$ cat config.mk
export PLATFORM = sky130hd
export DESIGN_NAME = tet_rsp_stage_flat
export DESIGN_NICKNAME = d
export VERILOG_FILES = /design/src/hw/rtl/tet_pkg.sv /design/src/hw/rtl/tet_if.sv /design/src/hw/rtl/tet_rsp_stage.sv /design/src/flat_wrapper.sv
export SDC_FILE = /design/constraint.sdc
export NUM_CORES = 1
export LEC_CHECK = 0
export ABC_AREA = 1
export BUFFER_PORTS_ARGS = -buffer_cell sky130_fd_sc_hd__buf_2
export CAP_MARGIN = 20
export CELL_PAD_IN_SITES_DETAIL_PLACEMENT = 0
export CELL_PAD_IN_SITES_GLOBAL_PLACEMENT = 1
export CORE_MARGIN = 4
export CORE_UTILIZATION = 37
export DETAILED_ROUTE_END_ITERATION = 10
export PLACE_DENSITY = 0.8
export SLEW_MARGIN = 20
export SYNTH_ARGS = -nofsm -noshare
export SYNTH_HDL_FRONTEND = slang
export SYNTH_SLANG_ARGS = --single-unit
$ cat constraint.sdc
create_clock -name clock -period 1.35 [get_ports clock]
set_input_delay 0.27 -clock clock [delete_from_list [all_inputs] [get_ports clock]]
set_output_delay 0.27 -clock clock [all_outputs]
set_load 0.05 [all_outputs]
$ cat src/hw/rtl/tet_pkg.sv
// Shared types and constants for the token expiry table.
// Used by the channel interfaces, the cell row, the response stage and the top level.
package tet_pkg;

   localparam int unsigned KEY_W  = 32;
   localparam int unsigned TIME_W = 31;
   localparam int unsigned EXP_W  = 32;
   localparam int unsigned CNT_W  = 7;
   localparam int unsigned MODE_W = 2;

   localparam logic [MODE_W-1:0] MODE_GENERATE = 2'd0;
   localparam logic [MODE_W-1:0] MODE_RENEW    = 2'd1;
   localparam logic [MODE_W-1:0] MODE_COUNT    = 2'd2;

   localparam logic [CNT_W-1:0] CNT_MAX = 7'd127;

   // operation broadcast to every cell while a wave walks the row
   typedef struct packed {
      logic [MODE_W-1:0] mode;
      logic [KEY_W-1:0]  token_key;
      logic [TIME_W-1:0] now_time;
      logic [EXP_W-1:0]  new_exp;
   } op_type;

   // wave handed from cell to cell, one cell per cycle
   typedef struct packed {
      logic             act;
      logic             found;
      logic [CNT_W-1:0] cnt;
   } wave_type;

   typedef struct packed {
      logic [CNT_W-1:0] valid_count;
      logic             renewed;
      logic             dropped_valid;
   } rsp_word_type;

endpackage

$ cat src/hw/rtl/tet_if.sv


interface tet_rsp_if;
   import tet_pkg::*;
   logic               valid;
   logic               ready;
   logic [CNT_W-1:0]   valid_count;
   logic               renewed;
   logic               dropped_valid;
   modport source (output valid, output valid_count, output renewed, output dropped_valid,
                   input ready);
   modport sink (input valid, input valid_count, input renewed, input dropped_valid,
                 output ready);
endinterface

$ cat src/hw/rtl/tet_rsp_stage.sv
// Response output register with one hold slot behind it.
// Depends on tet_pkg for rsp_word_type and on tet_rsp_if.
module tet_rsp_stage (
   input  logic                  clock,
   input  logic                  reset,
   input  logic                  done_valid,
   input  tet_pkg::rsp_word_type done_word,
   output logic                  hold_free,
   tet_rsp_if.source             rsp_port
);
   import tet_pkg::*;

   logic         rsp_valid_ff, rsp_valid_in;
   rsp_word_type rsp_word_ff, rsp_word_in;
   logic         hold_valid_ff, hold_valid_in;
   rsp_word_type hold_word_ff, hold_word_in;
   logic         take;

   assign take = rsp_valid_ff && rsp_port.ready;

   always_comb begin
      rsp_valid_in  = rsp_valid_ff;
      rsp_word_in   = rsp_word_ff;
      hold_valid_in = hold_valid_ff;
      hold_word_in  = hold_word_ff;
      if (done_valid) begin
         if (!rsp_valid_ff || take) begin
            rsp_valid_in = 1'b1;
            rsp_word_in  = done_word;
         end else begin
            // output still waiting: park the word
            hold_valid_in = 1'b1;
            hold_word_in  = done_word;
         end
      end else if (take) begin
         rsp_valid_in  = hold_valid_ff;
         rsp_word_in   = hold_word_ff;
         hold_valid_in = 1'b0;
      end
   end

   always_ff @(posedge clock) begin
      if (reset) begin
         rsp_valid_ff  <= 1'b0;
         hold_valid_ff <= 1'b0;
      end else begin
         rsp_valid_ff  <= rsp_valid_in;
         hold_valid_ff <= hold_valid_in;
      end
      rsp_word_ff  <= rsp_word_in;
      hold_word_ff <= hold_word_in;
   end

   assign hold_free              = !hold_valid_ff;
   assign rsp_port.valid         = rsp_valid_ff;
   assign rsp_port.valid_count   = rsp_word_ff.valid_count;
   assign rsp_port.renewed       = rsp_word_ff.renewed;
   assign rsp_port.dropped_valid = rsp_word_ff.dropped_valid;

   a_hold_needs_rsp: assert property (@(posedge clock) disable iff (reset)
      hold_valid_ff |-> rsp_valid_ff)
      else $error("hold slot full while output register empty");

   a_no_done_into_full_hold: assert property (@(posedge clock) disable iff (reset)
      hold_valid_ff |-> !done_valid)
      else $error("finished word arrived with hold slot full");

endmodule

$ cat src/flat_wrapper.sv
// flat-port wrapper written by rule: the top's interface ports become plain ports
module tet_rsp_stage_flat import tet_pkg::*;
  (clock, reset, done_valid, done_word, hold_free, rsp_port_valid, rsp_port_valid_count, rsp_port_renewed, rsp_port_dropped_valid, rsp_port_ready);
  tet_rsp_if rsp_port_i ();
  input  logic clock;
  input  logic reset;
  input  logic done_valid;
  input  tet_pkg::rsp_word_type done_word;
  output logic hold_free;
  output wire logic [$bits(rsp_port_i.valid)-1:0] rsp_port_valid;
  output wire logic [$bits(rsp_port_i.valid_count)-1:0] rsp_port_valid_count;
  output wire logic [$bits(rsp_port_i.renewed)-1:0] rsp_port_renewed;
  output wire logic [$bits(rsp_port_i.dropped_valid)-1:0] rsp_port_dropped_valid;
  input wire logic [$bits(rsp_port_i.ready)-1:0] rsp_port_ready;
  assign rsp_port_valid = rsp_port_i.valid;
  assign rsp_port_valid_count = rsp_port_i.valid_count;
  assign rsp_port_renewed = rsp_port_i.renewed;
  assign rsp_port_dropped_valid = rsp_port_i.dropped_valid;
  assign rsp_port_i.ready = rsp_port_ready;
  tet_rsp_stage u_core (.clock(clock), .reset(reset), .done_valid(done_valid), .done_word(done_word), .hold_free(hold_free), .rsp_port(rsp_port_i));
endmodule
## Yosys cells after proc, flatten, opt, wreduce, memory -nomap -nowiden

Cells that the tools add are included.

| storage, ports and cells | value |
|---|---|
| register bits after elaboration | 20 |
| latch bits | 0 |
| RAM bits | 0 |
| bits in read-only memories | 0 |
| bits of input ports | 13 |
| output and inout port bits | 11 |
| logic and storage cells | 28 |
| memories kept | 0 |

| cells by class | value |
|---|---|
| $add $sub $neg | 0 |
| multipliers | 0 |
| div/mod/pow operators | 0 |
| order comparisons | 0 |
| equal/unequal tests | 2 |
| shifts and indexed selects | 0 |
| mux-type cells | 9 |
| bitwise operators | 1 |
| reductions and logical operators | 8 |

Operators with widths:

| kind | number |
|---|---|
| $mux 9 | 3 |
| $mux 1 | 6 |
| $reduce_and 2->1 | 3 |
| $logic_not 1->1 | 2 |
| $ne 2x1->1 const B | 1 |
| $ne 2x2->1 const B | 1 |
| $reduce_bool 2->1 | 1 |
| $logic_and 1x1->1 | 1 |
| $logic_or 1x1->1 | 1 |
| $not 1->1 | 1 |

## Logic depth before layout (Yosys ltp)

| logic depth | value |
|---|---|
| word-level depth | 4 |
| mapped depth | 4 |
| depth with buffers taken out | 4 |

## Worst setup path after synthesis

OpenSTA, ideal clock, no wires.

| path | value |
|---|---|
| path kind | reg-to-reg |
| start point | register u_core.rsp_valid_ff (netlist: u_core.rsp_port.valid) |
| end point | register u_core.rsp_word_ff (netlist bit u_core.rsp_port.dropped_valid) (enable) |
| setup time | 376 ps |
| arrival | 1142 ps |
| data required time | 974 ps |
| setup slack | -168 ps |
| cell stages (with the launch flop) | 3 |
| path buffers | 0 |
| clock period less this slack | 1518 ps |
| cell sequence | dfxtp_1 -> nand2_1 -> o21ai_1 |

| on the way | value |
|---|---|
| cells in the longest elaborated chain, start to end | 4 |
| elaborated cells on any way between the ends | 6 |
| classes of those cells | eq/ne (1); reduce/logical (5) |

Ends and longest elaborated chain:

| what | line | RTL |
|---|---|---|
| start, declared | tet_rsp_stage.sv:13 | `logic rsp_valid_ff, rsp_valid_in;` |
| start signal, assigned | tet_rsp_stage.sv:47 | `rsp_valid_ff <= rsp_valid_in;` |
| $logic_not 1->1 / $logic_and 1x1->1 (equally long branches) | tet_rsp_stage.sv:27, tet_rsp_stage.sv:19 |  |
| $logic_or 1x1->1 | tet_rsp_stage.sv:27 | `if (!rsp_valid_ff \|\| take) begin` |
| $ne 2x1->1 (no source line) | -- |  |
| $reduce_and 2->1 (no source line) * | -- |  |
| end signal, assigned | tet_rsp_stage.sv:50 | `rsp_word_ff <= rsp_word_in;` |
| end, declared | tet_rsp_stage.sv:14 | `rsp_word_type rsp_word_ff, rsp_word_in;` |

Mark *: on every way between the ends. The rest lies on a longest branch, timed or not.
A chain may end at the register's enable or synchronous reset.

## Worst setup path in the final report

| path | value |
|---|---|
| start point | register u_core.rsp_valid_ff (netlist: u_core.rsp_port.valid) |
| end point | output rsp_port_valid |

RTL lines:

| what | line | RTL |
|---|---|---|
| end, declared | flat_wrapper.sv:10 | `output wire logic [$bits(rsp_port_i.valid)-1:0] rsp_port_valid;` |

No word-level cell between the ends.

==> metrics.cfg <==
[grt]
grt_pass1_wl_um=2118
gr-total-overflow=0
grt_start_max_net_pins=12
grt_antenna_before_repair=0
gr-usage-all-layers=0.1084
grt_pass1_vias=470

[yosys]
yosys_warnings=0
synth.area.mux_share=0
yosys.area_share.simple=0.1691
synth_area_leaders=edfxtp_1, nand2_1, dfxtp_1, buf_6, a21oi_2
synth_edf_count=18
synth_ff_type=edfxtp_1
synth.largest_area_cell=edfxtp_1
synth_compound_area_frac=0.03543
synthDistinctLibCells=9
synth_commonest_cells=nand2_1, edfxtp_1, inv_1
synth_top_family_by_area=simple AND/OR/NAND/NOR gates
syn_inst=61
syn_area_per_cell_um2=12.74
syn_area_um2=777.0
yosys.area_share.xor_xnor=0
synth_fa_ha_area_frac=0
synth_top_area_share=0.6957
yosys.cell_count.top_type=nand2_1
syn_nets=74
async_flop_share=0
synth_seq_area_share=0.7472
ys_ff_latch=20

[floorplanning]
core.rowCount=16
die_x_um=53.83
die_y_um=53.83
die_area_um2=2897
core_area_um2=1982
ioPinCount=24
start_util=0.3920

[routing]
wire_per_inst_um=11.46
avgViaCountPerCell=4.233
routed_wl_um=1329
vias=491
postRouteAntennaNets=0
drc=0
firstDrtPassIters=4
drt_iter0_markers=7

[timing]
rsz0062_at_grt=no
clock_skew_ns=0.007242
fmax_ghz=0.7996
tightest_slew_ns=0.3263
relSlewSlack=0.7822
maxSlewViolCount=0
setup_viol=0
timing.final.ws_setup_ns=0.09931
min_period_over_period=0.9264
layout_min_cycle_time_ns=1.251
final.setup.tns_ns=0
hold_viol_final=0

[status]
status=finished clean

[place]
gp_congestion=0.7294
port_buffers=23
dpl-instance-area_um2=927.1
dp_slack_ns=0.1516
dp_hpwl_um=1028

[clock_tree]
cts_tree=yes
cts_num_sinks=20
clk_latency_ns=0.29
cts_made_buffers=3
cts.repair.resized=0
path_clk_slew_ns=0.10
clock_path_buffers=2
postCtsSetupBuffers=0
ctsHoldBuffers=0
clock-root-buffer=clkbuf_4
htree_num_levels=1

[setup_path]
path_delay_family=flip-flops
critPathMaxFanout=6
r2r_slack_ns=0.28
arrival_ns=0.98
crit_buf_inv=1
worstReg2RegStart=u_core.rsp_port.valid
worstRegToRegCells=2
startpoint_type=register
crit_path_top_delay_cell=dfxtp_2
reg2reg_to=u_core.hold_word_ff[4]
crit_type=reg -> out
cpPeakStageDelay_ns=0.41
required_ns=1.08
crit_chain=buf_2
end_kind=output port

[final_layout]
diodes=0
area_delta_synth_final_pct=22.71
nets=103
layout-drive-gt1-share=0.3708
final_area_um2=953.4
fin_util=0.4811

[worst_hold_path]
hold_path_class=in -> reg
worstHoldPathCells=2
worst_hold_startpoint=reset
hold_path_end=u_core.rsp_port.valid

[flow_run]
drv_cap=0

[power_and_ir_drop]
p_per_area_nw_per_um2=1251
p_leak_nw=0.4175
peakVddDrop_v=0.0005412

-- placed cells by master (no fill, tap or decap) --
cell      instances
dfxtp_2           1
buf_4             3
dfxtp_1           1
nand3_4           1
nand3_1           1
a21oi_2           2
inv_1             4
nand2_1          29
buf_2            23
edfxtp_1         18
o21ai_1           2
clkinv_1          1
clkbuf_4          3
-- metal layers --
metal,vias up,GRT usage,share of wire
li1,258,-,-
met1,217,0.1217,0.43
met2,16,0.1855,0.52
met3,0,0.02493,0.058
met4,0,0.06383,0
met5,-,0,0
-- where the power goes --
group	internal (mW)	leakage, nW	total, mW	switching (mW)
Sequential	0.711	0.187	0.721	0.00999
Combinational	0.0488	0.215	0.191	0.142
Clock	0.107	0.0154	0.281	0.173
Total	0.868	0.418	1.19	0.325
-- sequential cells by signal, indices dropped and copies added, names as in the netlist --
register / count
u_core.rsp_port.valid: 1
u_core.rsp_port.renewed: 1
u_core.rsp_port.dropped_valid: 1
u_core.rsp_port.valid_count: 7
u_core.hold_valid_ff: 1
u_core.hold_word_ff: 9
-- worst max path at each step --
| stage | from | to | slack [ns] | depth (start not counted) |
|---|---|---|---|---|
| after floorplan | u_core.rsp_port.valid | u_core.rsp_port.dropped_valid | 0.04 | 1 |
| after global placement | rsp_port_ready | u_core.hold_word_ff[5] | 0.20 | 4 |
| after detailed placement | rsp_port_ready | u_core.hold_word_ff[4] | 0.15 | 4 |
| after CTS | u_core.rsp_port.valid | rsp_port_valid | 0.09 | 1 |
| after global routing | u_core.rsp_port.valid | rsp_port_valid | 0.05 | 1 |
| final | u_core.rsp_port.valid | rsp_port_valid | 0.1 | 1 |
-- cells by family after synthesis --
logic type             Yosys count
flip-flops                      20
AND/OR/NAND/NOR                 31
AO/OA/AOI/OAI                    4
buffers and inverters            6
-- through the flow --
stage / total power [mW] / cells / hold WS, ns
final: 1.193 / 116 / 0.1451
after global routing: 1.241 / 116 / 0.1363
after CTS: 1.202 / 116 / 0.1390
after detailed placement: 0.9299 / 112 / 0.4543
after global placement: 0.9252 / 112 / 0.4514
after floorplan: 0.8710 / 61 / 0.3251
-- cell type report --
cell class / instances / area, um2
Inverter: 4 / 15.01
Timing Repair Buffer: 26 / 137.6
Sequential cell: 20 / 581.8
Clock buffer: 3 / 22.52
Fill cell: 183 / 1028
Clock inverter: 1 / 3.754
Tap cell: 27 / 33.78
Multi-Input combinational cell: 35 / 158.9
No activity file was read; power rests on OpenSTA's default activity.
