**src/hw/rtl/tet_pkg.sv**
```systemverilog
// Shared types and constants for the token expiry table.
// Used by the channel interfaces, the cell row, the response stage and the top level.
package tet_pkg;

   localparam int unsigned KEY_W  = 32;
   localparam int unsigned TIME_W = 31;
   localparam int unsigned EXP_W  = 32;
   localparam int unsigned CNT_W  = 7;
   localparam int unsigned MODE_W = 2;

   localparam logic [MODE_W-1:0] MODE_GENERATE = 2'd0;
   localparam logic [MODE_W-1:0] MODE_RENEW    = 2'd1;
   localparam logic [MODE_W-1:0] MODE_COUNT    = 2'd2;

   localparam logic [CNT_W-1:0] CNT_MAX = 7'd127;

   // operation broadcast to every cell while a wave walks the row
   typedef struct packed {
      logic [MODE_W-1:0] mode;
      logic [KEY_W-1:0]  token_key;
      logic [TIME_W-1:0] now_time;
      logic [EXP_W-1:0]  new_exp;
   } op_type;

   // wave handed from cell to cell, one cell per cycle
   typedef struct packed {
      logic             act;
      logic             found;
      logic [CNT_W-1:0] cnt;
   } wave_type;

   typedef struct packed {
      logic [CNT_W-1:0] valid_count;
      logic             renewed;
      logic             dropped_valid;
   } rsp_word_type;

endpackage

```
**src/hw/rtl/tet_cell.sv**
```systemverilog
// One table cell: key and expiry registers plus the wave register fed by its neighbor.
// Depends on tet_pkg for op_type and wave_type.
module tet_cell (
   input  logic                        clock,
   input  logic                        reset,
   input  logic                        shift_en,
   input  logic [tet_pkg::KEY_W-1:0]   shift_key_in,
   input  logic [tet_pkg::EXP_W-1:0]   shift_exp_in,
   output logic [tet_pkg::KEY_W-1:0]   key_out,
   output logic [tet_pkg::EXP_W-1:0]   exp_out,
   input  tet_pkg::op_type             op,
   input  tet_pkg::wave_type           wave_in,
   output tet_pkg::wave_type           wave_out
);
   import tet_pkg::*;

   logic [KEY_W-1:0] key_ff, key_in;
   logic [EXP_W-1:0] exp_ff, exp_in;
   wave_type         wave_ff;
   logic             live;
   logic             hit;

   assign live = exp_ff > {1'b0, op.now_time};
   // first unexpired match seen by the wave is the newest one
   assign hit  = wave_ff.act && (op.mode == MODE_RENEW) && !wave_ff.found &&
                 (key_ff == op.token_key) && live;

   always_comb begin
      key_in = key_ff;
      exp_in = exp_ff;
      if (shift_en) begin
         key_in = shift_key_in;
         exp_in = shift_exp_in;
      end else if (hit) begin
         exp_in = op.new_exp;
      end
   end

   always_comb begin
      wave_out.act   = wave_ff.act;
      wave_out.found = wave_ff.found | hit;
      wave_out.cnt   = wave_ff.cnt;
      if (wave_ff.act && (op.mode == MODE_COUNT) && live && (wave_ff.cnt != CNT_MAX)) begin
         wave_out.cnt = wave_ff.cnt + 1'b1;
      end
   end

   always_ff @(posedge clock) begin
      if (reset) begin
         exp_ff  <= '0;
         key_ff  <= '0;
         wave_ff <= '0;
      end else begin
         exp_ff  <= exp_in;
         key_ff  <= key_in;
         wave_ff <= wave_in;
      end
   end

   assign key_out = key_ff;
   assign exp_out = exp_ff;

endmodule

```
**config.mk**
```make
export PLATFORM = sky130hd
export DESIGN_NAME = tet_cell
export DESIGN_NICKNAME = d
export VERILOG_FILES = /design/src/hw/rtl/tet_pkg.sv /design/src/hw/rtl/tet_cell.sv
export SDC_FILE = /design/constraint.sdc
export NUM_CORES = 1
export LEC_CHECK = 0
export ABC_AREA = 0
export BUFFER_PORTS_ARGS = -buffer_cell sky130_fd_sc_hd__buf_4
export CAP_MARGIN = 10
export CORE_ASPECT_RATIO = 1.5
export CORE_MARGIN = 2
export CORE_UTILIZATION = 30
export CTS_CLUSTER_SIZE = 8
export DETAILED_ROUTE_END_ITERATION = 10
export SETUP_SLACK_MARGIN = 0.2
export SYNTH_ARGS = -nofsm -noshare
export SYNTH_HDL_FRONTEND = slang
export SYNTH_SLANG_ARGS = --single-unit
```
**constraint.sdc**
```tcl
create_clock -name clock -period 7.31 [get_ports clock]
set_input_delay 1.0965 -clock clock [delete_from_list [all_inputs] [get_ports clock]]
set_output_delay 1.0965 -clock clock [all_outputs]
set_load 0.01 [all_outputs]
```
== Word level (Yosys, flattened, before mapping) ==
Index checks and enable logic that the tools add are counted.
W data, S select, Z words.
Storage, ports and cells
  output and inout port bits: 73
  register bits: 73
  bits of input ports: 173
  logic and storage cells: 24
Operators by class
  bitwise gates (word level): 1
  $lt $le $gt $ge: 1
  reductions and logical operators: 9
  mux-type cells: 3
  add/sub/neg operators: 1
  equal/unequal tests: 4
Operators by type and width (count)
  $mux W32: 2
  $eq A32 B32 Y1: 1
  $gt A32 B31 Y1: 1
  $add A7 B1 Y7 const B: 1
  $logic_and A1 B1 Y1: 7
  $mux W7: 1
  $ne A7 B7 Y1 const B: 1
  $eq A2 B1 Y1 const B: 1
  $eq A2 B2 Y1 const B: 1
  $reduce_bool A2 Y1: 1
  $logic_not A1 Y1: 1
  $or A1 B1 Y1: 1

== Logic depth before layout (Yosys ltp) ==
Gate-level depths: netlist of run 1.
  depth after elaboration: 7
  depth in mapped cells: 11
  mapped depth without buffers: 9

== Least setup slack after synthesis of run 1 ==
Ideal clock, no wire load.
  path kind: input port to output port
  start point: input op[62] (netlist name)
  end point: output wave_out[1] (netlist name)
  path slack: 3.236 ns
  data required time: 6.214 ns
  path buffers: 0
  stages on the path: 9
  arrival time: 2.977 ns
  path through: inv_1 ha_1 nand4b_4 or4_1 o21ai_1 a31oi_1 a41oi_2 or2_2 mux2_2
RTL lines
  start, declared: RTL line tet_cell.sv:11  | input tet_pkg::op_type op,
  end, declared: RTL line tet_cell.sv:13  | output tet_pkg::wave_type wave_out

==> results of run 1 <==
==> per-stage QoR <==
| stage | instances | cell area [um2] | util | power, uW |
|---|---|---|---|---|
| floorplan | 526 | 4620 | - | 593 |
| global placement | 939 | 6380 | 0.423 | 723 |
| detailed placement | 939 | 6380 | 0.423 | 725 |
| CTS | 955 | 6680 | 0.443 | 1190 |
| global route | 955 | 6680 | 0.443 | 1230 |
| finish | 955 | 6680 | 0.443 | 1160 |
==> path summary, 6_finish.rpt <==
check              startpoint          end  slack (ns)  cells past startpoint
setup / recovery       op[62]  wave_out[7]        2.42                     11
hold / removal     exp_out[1]   exp_out[1]        0.53                      2
setup reg to reg  exp_out[27]   exp_out[0]        4.42                      8
hold reg to reg    exp_out[1]   exp_out[1]        0.53                      2
==> per-layer routing <==
| metal | vias to the layer above | track usage |
|---|---|---|
| li1 | 2272 | - |
| met1 | 1982 | 0.190 |
| met2 | 180 | 0.306 |
| met3 | 11 | 0.0639 |
| met4 | 0 | 0.0514 |
| met5 | - | 0 |
==> logic make-up (layout without fill, tap and decap cells) <==
group	count (synthesis)	count (layout)	share of synthesized area
compound gates	121	121	0.186
simple gates	132	132	0.138
xor+xnor	37	37	0.0702
fa+ha+maj	32	32	0.0867
buf+inv	98	328	0.131
flops	73	73	0.317
mux	33	33	0.0718
==> registers in the layout, summed over array words and instances, names as in the netlist <==
name and cells:
exp_out 32, key_out 32, wave_ff 8, wave_out 1
==> layout by cell type, fill, tap and decap left out, types with 2 or more instances in the layout <==
cell,n
mux2i_1,32
nor2b_1,11
nand2_1,14
ha_1,32
nand3_1,7
and4_2,2
inv_6,2
or2_2,2
nand4_1,12
a21oi_2,29
clkbuf_16,9
inv_1,64
dfxtp_1,73
nor4_1,5
nor3_1,5
xor2_1,7
o21ai_0,4
xnor2_1,30
a21oi_1,49
buf_4,248
clkinvlp_4,2
nor2_1,67
o41ai_1,32
and4_1,2
==> worst register-to-register path, cell delays in order, from the launching register on <==
cell and delay [ns]:
dfxtp_1 0.34, ha_1 0.33, nand4_1 0.17, or4_1 0.54, o21ai_1 0.14, a31oi_1 0.08
a41oi_4 0.19, or2_2 0.79, a21oi_1 0.15
==> power groups by stage <==
stage / Sequential [uW] / Clock, uW / Combinational, uW
floorplan: 462 / 0 / 131
global placement: 460 / 0 / 263
detailed placement: 459 / 0 / 266
CTS: 451 / 468 / 267
global route: 454 / 482 / 290
finish: 450 / 450 / 262
==> cell type report <==
class                           instances  area (um2)
Multi-Input combinational cell        355        2570
Clock buffer                            9         225
Tap cell                              199         249
Inverter                               64         240
Timing Repair Buffer                  248        1860
Sequential cell                        73        1460
Fill cell                            1541        8390
Clock inverter                          7        76.3
==> results.py, run 1 <==
metrics = {
    "place": {
        "pre_cts_slack_ns": 2.35,
        "dpl.hpwl_um": 11100,
        "gp_congestion": 0.796,
        "io_buffers": 245,
    },
    "synth": {
        "ys.flop_type": "dfxtp_1",
        "async_reset_ff_frac": 0,
        "synth_commonest_cells": "dfxtp_1, nor2_1, inv_1, a21oi_1",
        "synth_edf_count": 0,
        "synthTopCellsByArea": "dfxtp_1, ha_1, mux2i_1, o41ai_1, xnor2_1",
        "ys_warn_count": 0,
        "yosysTopAreaCellShare": 0.317,
        "yosysUniqueCellTypes": 42,
        "synth_most_common_cell": "dfxtp_1",
        "syn-num-nets": 731,
        "synth_largest_area_cell": "dfxtp_1",
        "yosysSeqAreaShare": 0.317,
        "synth.cell_area_um2": 4620,
        "synth_area_per_cell_um2": 8.78,
        "synthesis.instances": 526,
        "ys_seq_elements": 73,
    },
    "detailed_routing": {
        "via_per_inst": 4.65,
        "wl_met2_um": 7280,
        "top_layer_used": "met4",
        "drtAntennaViolNets": 0,
        "routed-wl-met3_um": 1320,
        "via_count": 4445,
        "routed_wl_um": 14400,
        "drt_iter0_markers": 88,
        "route.detailed.drc": 0,
        "routedLengthMet1_um": 5570,
        "first_pass_iters": 4,
        "wl_per_cell_um": 15.1,
    },
    "flow_run": {
        "max_cap_viol_count": 0,
    },
    "critical_path": {
        "worst-setup-path-type": "in -> out",
        "cp_common_cell": "buf_4",
        "cp-start-kind": "input port",
        "crit_buf_inv": 3,
        "crit_path_max_fanout": 33,
        "cp_top_family": "simple AND/OR/NAND/NOR gates",
        "worstPathRequired_ns": 6.21,
        "arrival_ns": 3.80,
        "path_cells": "buf_4 > inv_1 > ha_1 > nand4b_4 > or4_1 > o21ai_1 > a31oi_1 > a41oi_4 > or2_2 > nand2b_1 > buf_4",
        "max_stage_delay_ns": 0.79,
        "crit_slowest_cell": "or2_2",
        "worst_setup_path_end_kind": "output pin",
    },
    "floorplan": {
        "die_w_um": 105,
        "start_util": 0.306,
        "io_pins": 246,
        "core_area_um2": 15100,
        "die_area_um2": 16400,
        "die_y_um": 156,
        "rows": 55,
    },
    "cts": {
        "cts.root.buffer_cell": "clkbuf_16",
        "clock_sinks": 73,
        "insertion_delay_ns": 0.33,
        "cts-htree-levels": 3,
        "clkSlewWorstSetupHoldPaths_ns": 0.06,
        "cts_setup_buffers": 0,
        "ctsResizeCount": 0,
        "holdBufCountCts": 0,
        "cts_tree": "done",
        "numCtsBuffers": 9,
        "cts_buffer_depth": 2,
    },
    "pwr": {
        "p_per_area_nw_per_um2": 174,
        "clkPwrFrac": 0.387,
        "switching_share": 0.278,
        "internal_power_uw": 840,
        "p_leak_uw": 0.00326,
        "p_switching_uw": 323,
        "ir_drop_mv": 0.117,
        "seq_power_share": 0.387,
        "combPwrFrac": 0.225,
    },
    "timing": {
        "worstMarginPinSlew_ns": 0.979,
        "fin_tns_setup_ns": 0,
        "maxSlewHeadroom": 0.347,
        "fin_ws_ns": 2.42,
        "hold_violations": 0,
        "rsz0062_at_grt": "false",
        "period_minus_slack_ns": 4.89,
        "finClkSkew_ns": 0.0102,
        "fin_crit_sh": 0.670,
        "whs_ns": 0.534,
        "slew_viol_final": 0,
        "finalSetupViolations": 0,
        "fmax_mhz": 204,
    },
    "grt": {
        "gr-total-overflow": 0,
        "grt_usage": 0.172,
        "grt_max_degree": 74,
        "grt_pass1_vias": 4341,
        "grt_pass1_wl_um": 22300,
        "antenna_found_initial": 0,
    },
    "layout": {
        "antenna_cells": 0,
        "area_growth_pct": 44.7,
        "drive_above_1_share": 0.399,
        "nNetsFinal": 956,
    },
    "hold_path": {
        "worstHoldPathType": "reg -> reg",
    },
    "status": {
        "status": "finished, final reports clean",
    },
}
(Power assumes the default switching activity.)
==> run 2, diff against run 1 <==
==> constraint.sdc (replaced) <==
create_clock -name clock -period 4.9 [get_ports clock]
set_input_delay 0.735 -clock clock [delete_from_list [all_inputs] [get_ports clock]]
set_output_delay 0.735 -clock clock [all_outputs]
set_load 0.01 [all_outputs]
==> run 2 against run 1 <==
Against the previous run: critical path depth unchanged; combinational power grew 50%; total power is 51% higher.
==> results.py, run 2 (synthesis gave the netlist of run 1 again) <==
metrics = {
    "status": {
        "status": "finished, final reports clean",
    },
    "place": {
        "dpl.hpwl_um": 11500,
        "placed_cell_area_um2": 6400,
        "io_buffers": 245,
        "gp_congestion": 0.783,
        "pre_cts_slack_ns": 0.846,
    },
    "grt": {
        "grt_max_degree": 74,
        "grt_pass1_vias": 4507,
        "antenna_found_initial": 0,
        "grt_pass1_wl_um": 22900,
        "gr-total-overflow": 0,
        "grt_usage": 0.178,
    },
    "layout": {
        "drive_above_1_share": 0.402,
        "mostFrequentLayoutCells": "buf_4, dfxtp_1, nor2_1, inv_1, a21oi_1",
        "design_area_um2": 6720,
        "antenna_cells": 0,
        "final_common_cell": "buf_4",
        "nNetsFinal": 959,
        "area_growth_pct": 45.4,
    },
    "pwr": {
        "p_leak_uw": 0.00328,
        "p_per_area_nw_per_um2": 262,
        "ir_drop_mv": 0.131,
        "p_total_uw": 1760,
    },
    "cts": {
        "cts-htree-levels": 3,
        "insertion_delay_ns": 0.33,
        "holdBufCountCts": 0,
        "clock_sinks": 73,
        "numCtsBuffers": 9,
        "cts_buffer_depth": 2,
        "cts_tree": "done",
        "clkSlewWorstSetupHoldPaths_ns": 0.06,
        "cts_setup_buffers": 0,
        "ctsResizeCount": 0,
        "cts.root.buffer_cell": "clkbuf_16",
    },
    "floorplan": {
        "start_util": 0.306,
        "die_w_um": 105,
        "rows": 55,
        "io_pins": 246,
        "core_area_um2": 15100,
        "die_area_um2": 16400,
        "die_y_um": 156,
    },
    "detailed_routing": {
        "via_per_inst": 4.63,
        "drt_iter0_markers": 82,
        "via_count": 4432,
        "routed_wl_um": 14800,
        "first_pass_iters": 5,
        "route.detailed.drc": 0,
        "wl_per_cell_um": 15.5,
        "drtAntennaViolNets": 0,
    },
    "timing": {
        "fin_tns_setup_ns": 0,
        "period_minus_slack_ns": 4.03,
        "rsz0062_at_grt": "false",
        "whs_ns": 0.526,
        "finalSetupViolations": 0,
        "maxSlewHeadroom": 0.457,
        "finClkSkew_ns": 0.0113,
        "slew_viol_final": 0,
        "fin_ws_ns": 0.873,
        "fmax_mhz": 248,
        "worstMarginPinSlew_ns": 0.814,
        "fin_crit_sh": 0.822,
        "hold_violations": 0,
    },
    "critical_path": {
        "worstPathRequired_ns": 4.16,
        "worst-setup-path-type": "in -> out",
        "cp-start-kind": "input port",
        "crit_path_max_fanout": 15,
        "arrival_ns": 3.29,
        "worst_setup_path_end_kind": "output pin",
    },
    "flow_run": {
        "max_cap_viol_count": 0,
    },
    "hold_path": {
        "worstHoldPathType": "reg -> reg",
    },
}
## run 2: metrics by stage
step,cells,util
after floorplan,526,-
after global placement,942,0.425
after detailed placement,942,0.425
after CTS,958,0.446
after global routing,958,0.446
final,958,0.446
## run 2: final cells by class
cell class	instances	area [um2]
fill	1553	8360
clock buffer	10	239
timing repair buffer	251	1880
inverter	64	240
tap	199	249
sequential	73	1460
clock inverter	6	72.6
multi-input combinational	355	2570
## run 2: metal layers
metal | vias to the layer above | wire [um] | track usage
met2 | 176 | 7600 | 0.325
li1 | 2277 | - | -
met3 | 12 | 1160 | 0.0530
met4 | 0 | 175 | 0.0508
met1 | 1967 | 5900 | 0.199
met5 | - | 0 | 0
## run 2: power breakdown
part           internal [uW]  total [uW]  switching [uW]
Clock                    414         691             278
Sequential               632         672            40.0
Combinational            223         394             171
## run 2: final timing paths
| path | from | end | slack, ns | cells past startpoint |
|---|---|---|---|---|
| max | op[62] | wave_out[1] | 0.87 | 11 |
| min | exp_out[1] | exp_out[1] | 0.53 | 2 |
| min reg2reg | exp_out[1] | exp_out[1] | 0.53 | 2 |
| max reg2reg | exp_out[30] | exp_out[31] | 1.57 | 10 |
## run 2: worst max-delay path, cell delays in order
cell and delay, ns:
buf_4 0.08, inv_1 0.03, ha_1 0.32, nand4b_4 0.15, or4_1 0.54, o21ai_1 0.14
a31oi_1 0.09, a41oi_4 0.51, or2_2 0.23, mux2_2 0.33, buf_4 0.14
==> run 3, diff against run 2 <==
==> constraint.sdc (replaced) <==
create_clock -name clock -period 3.7 [get_ports clock]
set_input_delay 0.555 -clock clock [delete_from_list [all_inputs] [get_ports clock]]
set_output_delay 0.555 -clock clock [all_outputs]
set_load 0.01 [all_outputs]
==> run 3 against run 2 <==
Against the previous run: cell area grew 1.9%; clock-buffer cell count shrank 1; first-iteration DRC count grew 120%; sequential share of layout area shrank 0.38 points; critical endpoint unchanged; largest cell class unchanged.
==> results.py, run 3 (synthesis gave the netlist of run 1 again) <==
metrics = {
    "layout": {
        "area_growth_pct": 48.2,
        "nNetsFinal": 963,
        "mostFrequentLayoutCells": "buf_4, dfxtp_1, nor2_1, inv_1, a21oi_1",
        "drive_above_1_share": 0.413,
        "antenna_cells": 0,
        "final_common_cell": "buf_4",
        "finalNonFillerCells": 961,
    },
    "pwr": {
        "p_per_area_nw_per_um2": 356,
        "ir_drop_mv": 0.231,
        "p_leak_uw": 0.00331,
        "p_total_uw": 2430,
    },
    "grt": {
        "grt_max_degree": 74,
        "antenna_found_initial": 0,
        "gr-total-overflow": 0,
        "grt_pass1_vias": 4580,
        "grt_pass1_wl_um": 22800,
        "grt_usage": 0.176,
    },
    "timing": {
        "finClkSkew_ns": 0.0114,
        "hold_violations": 0,
        "maxSlewHeadroom": 0.457,
        "fin_crit_sh": 0.922,
        "finalSetupViolations": 0,
        "fin_tns_setup_ns": 0,
        "slew_viol_final": 0,
        "period_minus_slack_ns": 3.41,
        "worstMarginPinSlew_ns": 0.815,
        "rsz0062_at_grt": "true",
        "fmax_mhz": 293,
    },
    "status": {
        "status": "finished, final reports clean",
    },
    "cts": {
        "insertion_delay_ns": 0.33,
        "clock_sinks": 73,
        "holdBufCountCts": 0,
        "cts_tree": "done",
        "numCtsBuffers": 9,
        "cts_buffer_depth": 2,
        "clkSlewWorstSetupHoldPaths_ns": 0.06,
        "cts.root.buffer_cell": "clkbuf_16",
        "cts-htree-levels": 3,
    },
    "detailed_routing": {
        "via_per_inst": 4.69,
        "drtAntennaViolNets": 0,
        "routed_wl_um": 14700,
        "drt_iter0_markers": 182,
        "via_count": 4507,
        "first_pass_iters": 4,
        "wl_per_cell_um": 15.3,
        "route.detailed.drc": 0,
    },
    "critical_path": {
        "worst_setup_path_end_kind": "output pin",
        "arrival_ns": 2.86,
        "crit_path_max_fanout": 4,
        "crit_buf_inv": 1,
        "worst-setup-path-type": "reg -> out",
        "cp-start-kind": "flip-flop",
        "max_stage_delay_ns": 0.57,
        "cp_top_family": "simple AND/OR/NAND/NOR gates",
        "regToRegSetupSlack_ns": 0.79,
        "worstPathRequired_ns": 3.14,
        "path_cells": "ha_1 > nand4_1 > or4_4 > o21ai_2 > a31oi_2 > a41oi_4 > or2_4 > mux2_2 > buf_4",
        "crit_slowest_cell": "or4_4",
    },
    "place": {
        "io_buffers": 245,
        "dpl.hpwl_um": 11300,
        "gp_congestion": 0.805,
        "placedCellCount": 944,
    },
    "floorplan": {
        "die_area_um2": 16400,
        "core_area_um2": 15100,
        "die_y_um": 156,
        "io_pins": 246,
        "die_w_um": 105,
        "start_util": 0.306,
        "rows": 55,
    },
    "hold_path": {
        "worstHoldPathType": "in -> reg",
    },
    "flow_run": {
        "max_cap_viol_count": 0,
    },
}
==> run 3: cell count changes in the layout (fill, tap and decap cells not counted), moves of 2 or more <==
cell       change
buf_4          +3
bufinv_16      +2
ha_1           -3
ha_4           +3
==> run 3: worst paths after layout <==
path,start,endpoint,depth (start not counted)
max,exp_out[25],wave_out[1],9
min,wave_in[0],wave_ff[0],2
max reg2reg,exp_out[25],exp_out[1],10
min reg2reg,exp_out[1],exp_out[1],2
==> run 3: layout make-up <==
cell class / count / area, um2
tap: 199 / 249
fill: 1562 / 8230
clock buffer: 9 / 225
inverter: 64 / 240
multi-input combinational: 355 / 2620
clock inverter: 6 / 115
timing repair buffer: 255 / 1930
sequential: 73 / 1460
==> run 3: per-stage QoR <==
stage                     setup WS, ns  hold slack, ns  area (um2)   util
after detailed placement         0.205           0.522        6430  0.427
after CTS                        0.208           0.422        6780  0.450
after floorplan                  0.709           0.538        4620      -
after global placement           0.235           0.518        6430  0.427
after global routing             0.145           0.433        6840  0.454
final                            0.287           0.439        6840  0.454
==> run 3: where the power goes <==
group          switching, uW  internal (uW)
registers               52.6            837
clock network            355            659
logic                    229            303
total                    636           1800
==> run 3: per-layer routing <==
layer | part of all wire | global-route usage | wire, um
met1 | 0.40 | 0.201 | 5840
met2 | 0.50 | 0.316 | 7440
met3 | 0.081 | 0.0518 | 1200
met4 | 0.018 | 0.0527 | 265
met5 | 0 | 0 | 0
==> run 3: what timing repair did <==
action	in CTS	in global routing
setup buffers	1	1
endpoints found under the hold margin	0	0
gates resized for setup	0	8
endpoints found under the setup margin	1	4
pin swaps	0	5
